File: src/sv/assert_macros.svh
// Assertion macros shared by the filter RTL.
// Expects clk and rst_n in the scope where a macro is used.
`ifndef ASSERT_MACROS_SVH
`define ASSERT_MACROS_SVH

// Same-cycle implication, disabled in reset.
`define FMLVF_ASSERT_IMP(lbl, ante, cons) \
  lbl: assert property (@(posedge clk) disable iff (!rst_n) (ante) |-> (cons)) \
    else $error("fmlvf: same-cycle check failed");

// Next-cycle implication, disabled in reset.
`define FMLVF_ASSERT_NXT(lbl, ante, cons) \
  lbl: assert property (@(posedge clk) disable iff (!rst_n) (ante) |=> (cons)) \
    else $error("fmlvf: next-cycle check failed");

`endif

File: src/sv/fmlvf_pkg.sv
// Package for the FM synthesizer level/volume filter.
// Types, register codes and address decode tables; no dependencies.
package fmlvf_pkg;

  localparam int unsigned CH_IDX_W = 4;

  localparam logic [1:0] OP_WRITE   = 2'd0;
  localparam logic [1:0] OP_KEY_OFF = 2'd1;
  localparam logic [1:0] OP_RELEVEL = 2'd2;

  localparam logic CFG_VOLUME = 1'b0;
  localparam logic CFG_MUTE   = 1'b1;

  localparam logic [2:0] LEVEL_HI = 3'b010;  // 0x40-0x5F
  localparam logic [3:0] FREQ_HI  = 4'hB;
  localparam logic [3:0] CONN_HI  = 4'hC;
  localparam logic [5:0] ATT_MAX  = 6'h3F;
  localparam logic [8:0] VOL_UNITY = 9'd256;

  typedef enum logic [1:0] {
    ST_IDLE,
    ST_KEY_OFF,
    ST_RELEVEL
  } fmlvf_state_t;

  typedef struct packed {
    logic [CH_IDX_W-1:0] ch;
    logic [1:0]          opr;  // 2 marks an unused offset
  } lvl_map_t;

  // Level register offset (0..31) to channel and operator.
  function automatic lvl_map_t lvl_map(input logic [4:0] ofs);
    lvl_map_t m;
    logic [CH_IDX_W-1:0] grp;
    grp = {2'b00, ofs[4:3]} + {1'b0, ofs[4:3], 1'b0};
    case (ofs[2:0])
      3'd0: begin m.ch = grp;         m.opr = 2'd0; end
      3'd1: begin m.ch = grp + 4'd1;  m.opr = 2'd0; end
      3'd2: begin m.ch = grp + 4'd2;  m.opr = 2'd0; end
      3'd3: begin m.ch = grp;         m.opr = 2'd1; end
      3'd4: begin m.ch = grp + 4'd1;  m.opr = 2'd1; end
      3'd5: begin m.ch = grp + 4'd2;  m.opr = 2'd1; end
      default: begin m.ch = grp;      m.opr = 2'd2; end
    endcase
    return m;
  endfunction

  // Channel and operator to level register offset.
  function automatic logic [4:0] lvl_offset(input logic [CH_IDX_W-1:0] ch, input logic opr);
    logic [4:0] base;
    case (ch)
      4'd0: base = 5'd0;
      4'd1: base = 5'd1;
      4'd2: base = 5'd2;
      4'd3: base = 5'd8;
      4'd4: base = 5'd9;
      4'd5: base = 5'd10;
      4'd6: base = 5'd16;
      4'd7: base = 5'd17;
      4'd8: base = 5'd18;
      default: base = 5'd0;
    endcase
    return opr ? base + 5'd3 : base;
  endfunction

endpackage

File: src/sv/fmlvf_if.sv
// Valid/ready channel interfaces for the filter's input and result streams.
// Depends on fmlvf_pkg (none of its items beyond the import).
interface fmlvf_in_if import fmlvf_pkg::*; ();
  logic       valid;
  logic       ready;
  logic [1:0] op;
  logic [7:0] reg_addr;
  logic [7:0] reg_data;

  modport source (output valid, op, reg_addr, reg_data, input ready);
  modport sink   (input valid, op, reg_addr, reg_data, output ready);
endinterface

interface fmlvf_out_if import fmlvf_pkg::*; ();
  logic       valid;
  logic       ready;
  logic [7:0] out_addr;
  logic [7:0] out_data;
  logic       last;

  modport source (output valid, out_addr, out_data, last, input ready);
  modport sink   (input valid, out_addr, out_data, last, output ready);
endinterface

File: src/sv/fmlvf_scale.sv
// Shared level scaling unit: rescales a 6-bit attenuation by master volume.
// Depends on fmlvf_pkg for constants.
module fmlvf_scale import fmlvf_pkg::*; (
  input  logic [7:0] stored,
  input  logic       scale_en,
  input  logic [8:0] volume,
  input  logic       mute,
  output logic [7:0] level
);

  logic [8:0]  vol_clamped;
  logic [5:0]  inv;
  logic [14:0] prod;
  logic [5:0]  inv_scaled;

  always_comb begin
    vol_clamped = (volume > VOL_UNITY) ? VOL_UNITY : volume;
    inv         = ATT_MAX - stored[5:0];
    prod        = {9'd0, inv} * {6'd0, vol_clamped};
    inv_scaled  = mute ? 6'd0 : prod[13:8];
    if (scale_en) begin
      level = {stored[7:6], ATT_MAX - inv_scaled};
    end else begin
      level = stored;
    end
  end

endmodule

File: src/sv/fm_synth_level_volume_filter.sv
// A register write (op 0) is registered and appears at the output in the cycle after its transfer;
// one write per cycle is sustained while the result side keeps taking.
// Key-off (op 1) emits NUM_CHANNELS writes and level reapply (op 2) 2*NUM_CHANNELS, one per
// cycle while the result side keeps taking; input is held off until the last one is loaded.
// Reset (rst_n, synchronous): shadow tables zero, volume 256, mute off; no clearing pass.
module fm_synth_level_volume_filter import fmlvf_pkg::*; #(
  parameter int unsigned NUM_CHANNELS = 9
) (
  input  logic                 clk,
  input  logic                 rst_n,
  fmlvf_in_if.sink             in_ch,
  fmlvf_out_if.source          out_ch,
  input  logic                 cfg_we,
  input  logic                 cfg_index,
  input  logic [8:0]           cfg_wdata
);

  localparam int unsigned CH_W = $clog2(NUM_CHANNELS);
  localparam logic [CH_IDX_W-1:0] NCH = CH_IDX_W'(NUM_CHANNELS);
  localparam logic [CH_W-1:0] LAST_CH = CH_W'(NUM_CHANNELS - 1);

  fmlvf_state_t state_r, state_nxt;
  logic [CH_W-1:0] ch_r, ch_nxt;
  logic            opr_r, opr_nxt;

  logic [8:0] volume_r;
  logic       mute_r;

  logic [7:0] mod_level_r [NUM_CHANNELS];
  logic [7:0] car_level_r [NUM_CHANNELS];
  logic [4:0] freq_r      [NUM_CHANNELS];
  logic       add_r       [NUM_CHANNELS];

  logic       out_valid_r, out_valid_nxt;
  logic [7:0] out_addr_r, out_addr_nxt;
  logic [7:0] out_data_r, out_data_nxt;
  logic       out_last_r, out_last_nxt;

  logic       load_ok, accept, load;
  lvl_map_t   lmap;
  logic       lvl_ok, freq_ok, conn_ok;
  logic [CH_IDX_W-1:0] sel_ch;
  logic [CH_W-1:0]     sel_idx;
  logic [CH_W-1:0]     nib_idx;
  logic [7:0] sc_stored;
  logic       sc_opr;
  logic [7:0] sc_level;

  assign load_ok      = !out_valid_r || out_ch.ready;
  assign in_ch.ready  = (state_r == ST_IDLE) && load_ok;
  assign accept       = in_ch.valid && in_ch.ready;

  // Address decode of the incoming write
  always_comb begin
    lmap    = lvl_map(in_ch.reg_addr[4:0]);
    lvl_ok  = (in_ch.reg_addr[7:5] == LEVEL_HI) && (lmap.opr != 2'd2) && (lmap.ch < NCH);
    freq_ok = (in_ch.reg_addr[7:4] == FREQ_HI) && (in_ch.reg_addr[3:0] < NCH);
    conn_ok = (in_ch.reg_addr[7:4] == CONN_HI) && (in_ch.reg_addr[3:0] < NCH);
    nib_idx = in_ch.reg_addr[CH_W-1:0];
  end

  // Operand select for the shared scaling unit
  always_comb begin
    if (state_r == ST_IDLE) begin
      sel_ch = lmap.ch;
    end else begin
      sel_ch = CH_IDX_W'(ch_r);
    end
    sel_idx = (sel_ch < NCH) ? sel_ch[CH_W-1:0] : '0;
    if (state_r == ST_IDLE) begin
      sc_stored = in_ch.reg_data;
      sc_opr    = lmap.opr[0];
    end else begin
      sc_stored = opr_r ? car_level_r[sel_idx] : mod_level_r[sel_idx];
      sc_opr    = opr_r;
    end
  end

  fmlvf_scale u_scale (
    .stored   (sc_stored),
    .scale_en (add_r[sel_idx] || sc_opr),
    .volume   (volume_r),
    .mute     (mute_r),
    .level    (sc_level)
  );

  // Sequencer and output register next state
  always_comb begin
    state_nxt     = state_r;
    ch_nxt        = ch_r;
    opr_nxt       = opr_r;
    load          = 1'b0;
    out_addr_nxt  = out_addr_r;
    out_data_nxt  = out_data_r;
    out_last_nxt  = out_last_r;
    unique case (state_r)
      ST_IDLE: begin
        ch_nxt  = '0;
        opr_nxt = 1'b0;
        if (accept) begin
          case (in_ch.op)
            OP_WRITE: begin
              load         = 1'b1;
              out_addr_nxt = in_ch.reg_addr;
              out_data_nxt = lvl_ok ? sc_level : in_ch.reg_data;
              out_last_nxt = 1'b1;
            end
            OP_KEY_OFF: state_nxt = ST_KEY_OFF;
            OP_RELEVEL: state_nxt = ST_RELEVEL;
            default: ;
          endcase
        end
      end
      ST_KEY_OFF: begin
        if (load_ok) begin
          load         = 1'b1;
          out_addr_nxt = {FREQ_HI, CH_IDX_W'(ch_r)};
          out_data_nxt = {3'd0, freq_r[ch_r]};
          out_last_nxt = (ch_r == LAST_CH);
          if (ch_r == LAST_CH) begin
            state_nxt = ST_IDLE;
          end else begin
            ch_nxt = ch_r + 1'b1;
          end
        end
      end
      ST_RELEVEL: begin
        if (load_ok) begin
          load         = 1'b1;
          out_addr_nxt = {LEVEL_HI, lvl_offset(CH_IDX_W'(ch_r), opr_r)};
          out_data_nxt = sc_level;
          out_last_nxt = (ch_r == LAST_CH) && opr_r;
          opr_nxt      = !opr_r;
          if (opr_r) begin
            if (ch_r == LAST_CH) begin
              state_nxt = ST_IDLE;
            end else begin
              ch_nxt = ch_r + 1'b1;
            end
          end
        end
      end
      default: state_nxt = ST_IDLE;
    endcase
    if (load) begin
      out_valid_nxt = 1'b1;
    end else if (out_ch.ready) begin
      out_valid_nxt = 1'b0;
    end else begin
      out_valid_nxt = out_valid_r;
    end
  end

  always_ff @(posedge clk) begin
    if (!rst_n) begin
      state_r     <= ST_IDLE;
      ch_r        <= '0;
      opr_r       <= 1'b0;
      out_valid_r <= 1'b0;
    end else begin
      state_r     <= state_nxt;
      ch_r        <= ch_nxt;
      opr_r       <= opr_nxt;
      out_valid_r <= out_valid_nxt;
    end
  end

  always_ff @(posedge clk) begin
    out_addr_r <= out_addr_nxt;
    out_data_r <= out_data_nxt;
    out_last_r <= out_last_nxt;
  end

  // Configuration registers
  always_ff @(posedge clk) begin
    if (!rst_n) begin
      volume_r <= VOL_UNITY;
      mute_r   <= 1'b0;
    end else if (cfg_we) begin
      unique case (cfg_index)
        CFG_VOLUME: volume_r <= cfg_wdata;
        CFG_MUTE:   mute_r   <= cfg_wdata[0];
        default: ;
      endcase
    end
  end

  // Shadow tables, updated on op 0 transfers
  always_ff @(posedge clk) begin
    if (!rst_n) begin
      for (int i = 0; i < NUM_CHANNELS; i++) begin
        mod_level_r[i] <= '0;
        car_level_r[i] <= '0;
        freq_r[i]      <= '0;
        add_r[i]       <= 1'b0;
      end
    end else if (accept && (in_ch.op == OP_WRITE)) begin
      if (lvl_ok) begin
        if (lmap.opr[0]) begin
          car_level_r[sel_idx] <= in_ch.reg_data;
        end else begin
          mod_level_r[sel_idx] <= in_ch.reg_data;
        end
      end
      if (freq_ok) begin
        freq_r[nib_idx] <= in_ch.reg_data[4:0];  // key-on bit dropped
      end
      if (conn_ok) begin
        add_r[nib_idx] <= in_ch.reg_data[0];
      end
    end
  end

  assign out_ch.valid    = out_valid_r;
  assign out_ch.out_addr = out_addr_r;
  assign out_ch.out_data = out_data_r;
  assign out_ch.last     = out_last_r;

`include "assert_macros.svh"

  `FMLVF_ASSERT_IMP(a_busy_blocks_input, state_r != ST_IDLE, !in_ch.ready)
  `FMLVF_ASSERT_NXT(a_keyoff_starts, accept && (in_ch.op == OP_KEY_OFF),
                    (state_r == ST_KEY_OFF) && (ch_r == '0))
  `FMLVF_ASSERT_NXT(a_sweep_ends_last, (state_r != ST_IDLE) && (state_nxt == ST_IDLE),
                    out_valid_r && out_last_r)
  `FMLVF_ASSERT_IMP(a_ch_in_range, state_r != ST_IDLE, ch_r <= LAST_CH)

endmodule

File: src/flat_wrapper.sv
// flat-port wrapper written by rule: the top's interface ports become plain ports
module fm_synth_level_volume_filter_flat import fmlvf_pkg::*;
#(
  parameter int unsigned NUM_CHANNELS = 9
)
  (clk, rst_n, cfg_we, cfg_index, cfg_wdata, in_ch_valid, in_ch_op, in_ch_reg_addr, in_ch_reg_data, in_ch_ready, out_ch_valid, out_ch_out_addr, out_ch_out_data, out_ch_last, out_ch_ready);
  fmlvf_in_if in_ch_i ();
  fmlvf_out_if out_ch_i ();
  input  logic clk;
  input  logic rst_n;
  input  logic cfg_we;
  input  logic cfg_index;
  input  logic [8:0] cfg_wdata;
  input wire logic [$bits(in_ch_i.valid)-1:0] in_ch_valid;
  input wire logic [$bits(in_ch_i.op)-1:0] in_ch_op;
  input wire logic [$bits(in_ch_i.reg_addr)-1:0] in_ch_reg_addr;
  input wire logic [$bits(in_ch_i.reg_data)-1:0] in_ch_reg_data;
  output wire logic [$bits(in_ch_i.ready)-1:0] in_ch_ready;
  output wire logic [$bits(out_ch_i.valid)-1:0] out_ch_valid;
  output wire logic [$bits(out_ch_i.out_addr)-1:0] out_ch_out_addr;
  output wire logic [$bits(out_ch_i.out_data)-1:0] out_ch_out_data;
  output wire logic [$bits(out_ch_i.last)-1:0] out_ch_last;
  input wire logic [$bits(out_ch_i.ready)-1:0] out_ch_ready;
  assign in_ch_i.valid = in_ch_valid;
  assign in_ch_i.op = in_ch_op;
  assign in_ch_i.reg_addr = in_ch_reg_addr;
  assign in_ch_i.reg_data = in_ch_reg_data;
  assign in_ch_ready = in_ch_i.ready;
  assign out_ch_valid = out_ch_i.valid;
  assign out_ch_out_addr = out_ch_i.out_addr;
  assign out_ch_out_data = out_ch_i.out_data;
  assign out_ch_last = out_ch_i.last;
  assign out_ch_i.ready = out_ch_ready;
  fm_synth_level_volume_filter #(.NUM_CHANNELS(NUM_CHANNELS)) u_core (.clk(clk), .rst_n(rst_n), .in_ch(in_ch_i), .out_ch(out_ch_i), .cfg_we(cfg_we), .cfg_index(cfg_index), .cfg_wdata(cfg_wdata));
endmodule
File: config.mk
export PLATFORM = sky130hd
export DESIGN_NAME = fm_synth_level_volume_filter_flat
export DESIGN_NICKNAME = d
export VERILOG_FILES = /design/src/sv/fmlvf_pkg.sv /design/src/sv/fmlvf_if.sv /design/src/sv/fmlvf_scale.sv /design/src/sv/fm_synth_level_volume_filter.sv /design/src/flat_wrapper.sv
export VERILOG_INCLUDE_DIRS = /design/src /design/src/sv
export SDC_FILE = /design/constraint.sdc
export NUM_CORES = 1
export LEC_CHECK = 0
export BUFFER_PORTS_ARGS = -buffer_cell sky130_fd_sc_hd__buf_2
export CAP_MARGIN = 40
export CORE_MARGIN = 5
export CORE_UTILIZATION = 45
export CTS_CLUSTER_DIAMETER = 120
export DETAILED_ROUTE_END_ITERATION = 8
export SYNTH_ARGS = -nofsm -noshare
export SYNTH_HDL_FRONTEND = slang
export SYNTH_SLANG_ARGS = --single-unit
File: constraint.sdc
create_clock -name clk -period 7.9 [get_ports clk]
set_input_delay 1.975 -clock clk [delete_from_list [all_inputs] [get_ports clk]]
set_output_delay 1.975 -clock clk [all_outputs]
set_load 0.03 [all_outputs]
==> results.toml <==
[yosys]
synth_commonest_cells = "edfxtp_1, and2_1, nand2_1, nor2_1, a21oi_1"
synthTopCellsByArea = "edfxtp_1, and2_1, dfxtp_1"
ys_seq_elements = 319
yosysUniqueCellTypes = 84
avgSynthCellArea_sq_um = 11.3
yosys.cell_count.top_type = "edfxtp_1"
synthesis.area_sq_mm = 0.0168
synth.top_cell.area_share_pct = 50.8
ys_warn_count = 0
synth_cells = 1484
async_reset_ff_share_pct = 0
post-synth-top-area-cell = "edfxtp_1"
synth_edf_count = 284
ys.flop_type = "edfxtp_1"
ys_seq_area_share_pct = 55.0

[cells_and_area]
fin_cells = 2231
syn2layout_area_growth_pct = 21.9
nFillCells = 3164
finalCoreUtilization_pct = 55.8
multi_input_area_sq_mm = 0.00745
final-seq-area_sq_mm = 0.00923
num-nets-final = 1833
drive_gt1_share_pct = 22.2
antenna_cells = 0

[global_routing]
grt_usage_pct = 23.0
grt_pass1_vias = 12700
antenna_found_initial = 0
gr-total-overflow = 0
grt_pass1_wl_microns = 73300
grt_max_degree = 58

[setup_path]
worstRegToRegCells = 28
rr_endpoint = "u_core.out_ch.out_data[4]"
reg2reg_slack_ns = 1.07
cp-end-kind = "flop"
critPathLaunchType = "primary input"
crit_required_ns = 8.19
reg2reg_from = "u_core.state_r[0]"
path_max_fanout = 7
critPathKind = "primary input to flop"
cp.arrival_ns = 8.00

[timing]
slew_headroom_pct = 37.3
fin_worst_skew_ns = 0.0154
min_period_ns = 7.71
worstMarginPinSlew_ns = 0.929
finalCritPeriodShare_pct = 97.6
hold_viol_final = 0
setup_viol = 0
max_clock_freq_ghz = 0.130
drv_slew = 0

[placed_design]
placed_cells = 2159
place_congestion = 0.904
dp_hpwl_microns = 33700
port-buffer-count = 51

[power_and_ir_drop]
power_density_mw_per_mm2 = 275
peakVddDrop_mv = 0.227
p_leak_nw = 7.98

[min_path]
min_to = "u_core.volume_r[5]"
hp-class = "flop to flop"
min_path_cells = 2
min-delay-start = "u_core.volume_r[5]"

[detailed_routing]
antenna_left = 0
drtIter0Drc = 1002
routedWlPerCell_microns = 21.1
first_pass_iters = 5
dr_total_vias = 12400
finalWirelength_microns = 47100
drc = 0
vias_per_cell = 5.58

[status]
status = "finished, final reports clean"

[clock_tree]
root_buffer = "clkbuf_16"
cts_sinks = 319
insertion_delay_ns = 0.55
cts_tree = "done"
cts_made_buffers = 37
cts.htree.levels = 2
clock_path_buffers = 3
clk_pin_slew_worst_paths_ns = 0.05

[floorplanning]
start_util_pct = 45.7
design.die.area_sq_mm = 0.0413
row_count = 70
coreArea_sq_mm = 0.0367
die_w_microns = 203
die_h_microns = 203
ios = 52

[flow_run]
maxCapViolCount = 0
## per-stage QoR
step | hold slack, ns | power (W) | worst slack, ns | instance area (sq um) | setup TNS (ns)
6_report | 0.463 | 0.00562 | 0.188 | 20500 | 0
5_1_grt | 0.487 | 0.00589 | -0.0142 | 20500 | -0.0142
4_1_cts | 0.465 | 0.00557 | 0.0254 | 20200 | 0
3_5_place_dp | 0.458 | 0.00387 | -0.609 | 19000 | -2.53
3_3_place_gp | 0.453 | 0.00386 | -0.573 | 18900 | -2.21
2_1_floorplan | 0.436 | 0.00310 | 0.00297 | 17200 | 0
## where the power goes
| part | total (W) | internal [W] | switching (W) |
|---|---|---|---|
| clock | 0.00167 | 0.000984 | 0.000688 |
| combinational | 0.00191 | 0.000770 | 0.00114 |
| sequential | 0.00204 | 0.00199 | 0.0000507 |
| total | 0.00562 | 0.00374 | 0.00188 |
## cell families (layout without fill, tap and decap cells)
logic type	count (synthesis)	after routing	share of synthesized area, %
AOI/OAI and AO/OA	297	297	11.9
xor gates and xnor gates	7	7	0.365
adders and majority gates	64	64	5.97
buffers and inverters	165	367	4.05
DFF	319	319	55.0
muxes	47	47	4.72
other	1	78	0.0223
and+or+nand+nor	584	584	18.0
## critical path: stages
cell       delay, ns
clkbuf_4        0.17
ha_4            0.15
nand4bb_1       0.15
buf_4           0.20
a211oi_4        0.27
a31oi_2         0.09
buf_4           0.17
and2_4          0.19
buf_4           0.18
o211ai_1        0.09
o211ai_1        0.12
or4_4           0.58
or2_4           0.31
nor2_4          0.11
fa_1            0.45
fa_1            0.54
inv_1           0.05
fa_1            0.52
inv_1           0.06
ha_4            0.21
a21o_1          0.17
nand2_1         0.07
nand2_1         0.08
o21a_1          0.20
and3_1          0.19
o21a_2          0.13
o21a_1          0.17
o41a_1          0.39
## layout by cell type, fill, tap and decap left out, types with 7 or more instances in the layout
master and count:
mux4_2 25, nand2_1 151, and3_1 12, o211ai_1 12, a221oi_2 7, nor3_2 7
nand2b_1 20, o21ai_0 56, a22oi_1 9, and2_1 151, nor4_1 22, buf_12 9
mux2_2 8, dfxtp_1 35, clkbuf_1 13, buf_4 169, edfxtp_1 284, conb_1 78
clkbuf_16 39, fa_1 27, a21o_1 7, a221oi_1 19, inv_1 62, a21boi_0 12
a21oi_1 71, nor3_1 41, or2_2 7, o21a_1 7, nor2b_1 13, nor2_1 102
buf_2 51, o22ai_1 18, nand3_1 20, mux2i_1 12, ha_1 32
## area by class of cell
cell class / count / share of cell area, %
Clock buffer: 53 / 5.07
Inverter: 65 / 1.25
Sequential cell: 319 / 45.1
Timing Repair Buffer: 237 / 8.73
Clock inverter: 12 / 0.605
Multi-Input combinational cell: 1077 / 36.4
Tap cell: 468 / 2.86
## state kept, by name, indices dropped and copies added (netlist names), named ones only
signal and cells:
u_core.car_level_r 92, u_core.mod_level_r 92, u_core.freq_r 80, u_core.add_r 12, u_core.volume_r 9, u_core.out_ch.out_addr 8, u_core.out_ch.out_data 8, u_core.ch_r 4
u_core.state_r 2, u_core.mute_r 1, u_core.opr_r 1, u_core.out_ch.last 1, u_core.out_ch.valid 1
## timing repair
| action | 4_1_cts | 5_1_grt |
|---|---|---|
| endpoints found under the setup margin | 1 | 5 |
| hold buffers | 0 | 0 |
| gates resized for setup | 5 | 45 |
| setup buffers | 0 | 7 |
| pin swaps | 0 | 16 |
## per-layer routing
layer	up-vias	routed length, microns	GRT usage (%)
li1	5849	-	-
met1	6078	20900	32.4
met2	424	21400	35.8
met3	90	3110	3.86
met4	0	1670	9.08
met5	-	0	0
## how the worst max path moves through the flow
stage                                            to              start  cells after the start  slack, ns
after global placement    u_core.out_ch.out_data[4]  in_ch_reg_addr[3]                     28      -0.57
final                     u_core.out_ch.out_data[4]  in_ch_reg_addr[4]                     28       0.19
after global routing      u_core.out_ch.out_data[4]  in_ch_reg_addr[3]                     29      -0.01
after CTS                 u_core.out_ch.out_data[4]  in_ch_reg_addr[3]                     29       0.03
after detailed placement  u_core.out_ch.out_data[4]  in_ch_reg_addr[3]                     25      -0.61
after floorplan           u_core.out_ch.out_data[4]  in_ch_reg_addr[3]                     31      0.003
No activity file was read; power rests on OpenSTA's default activity.
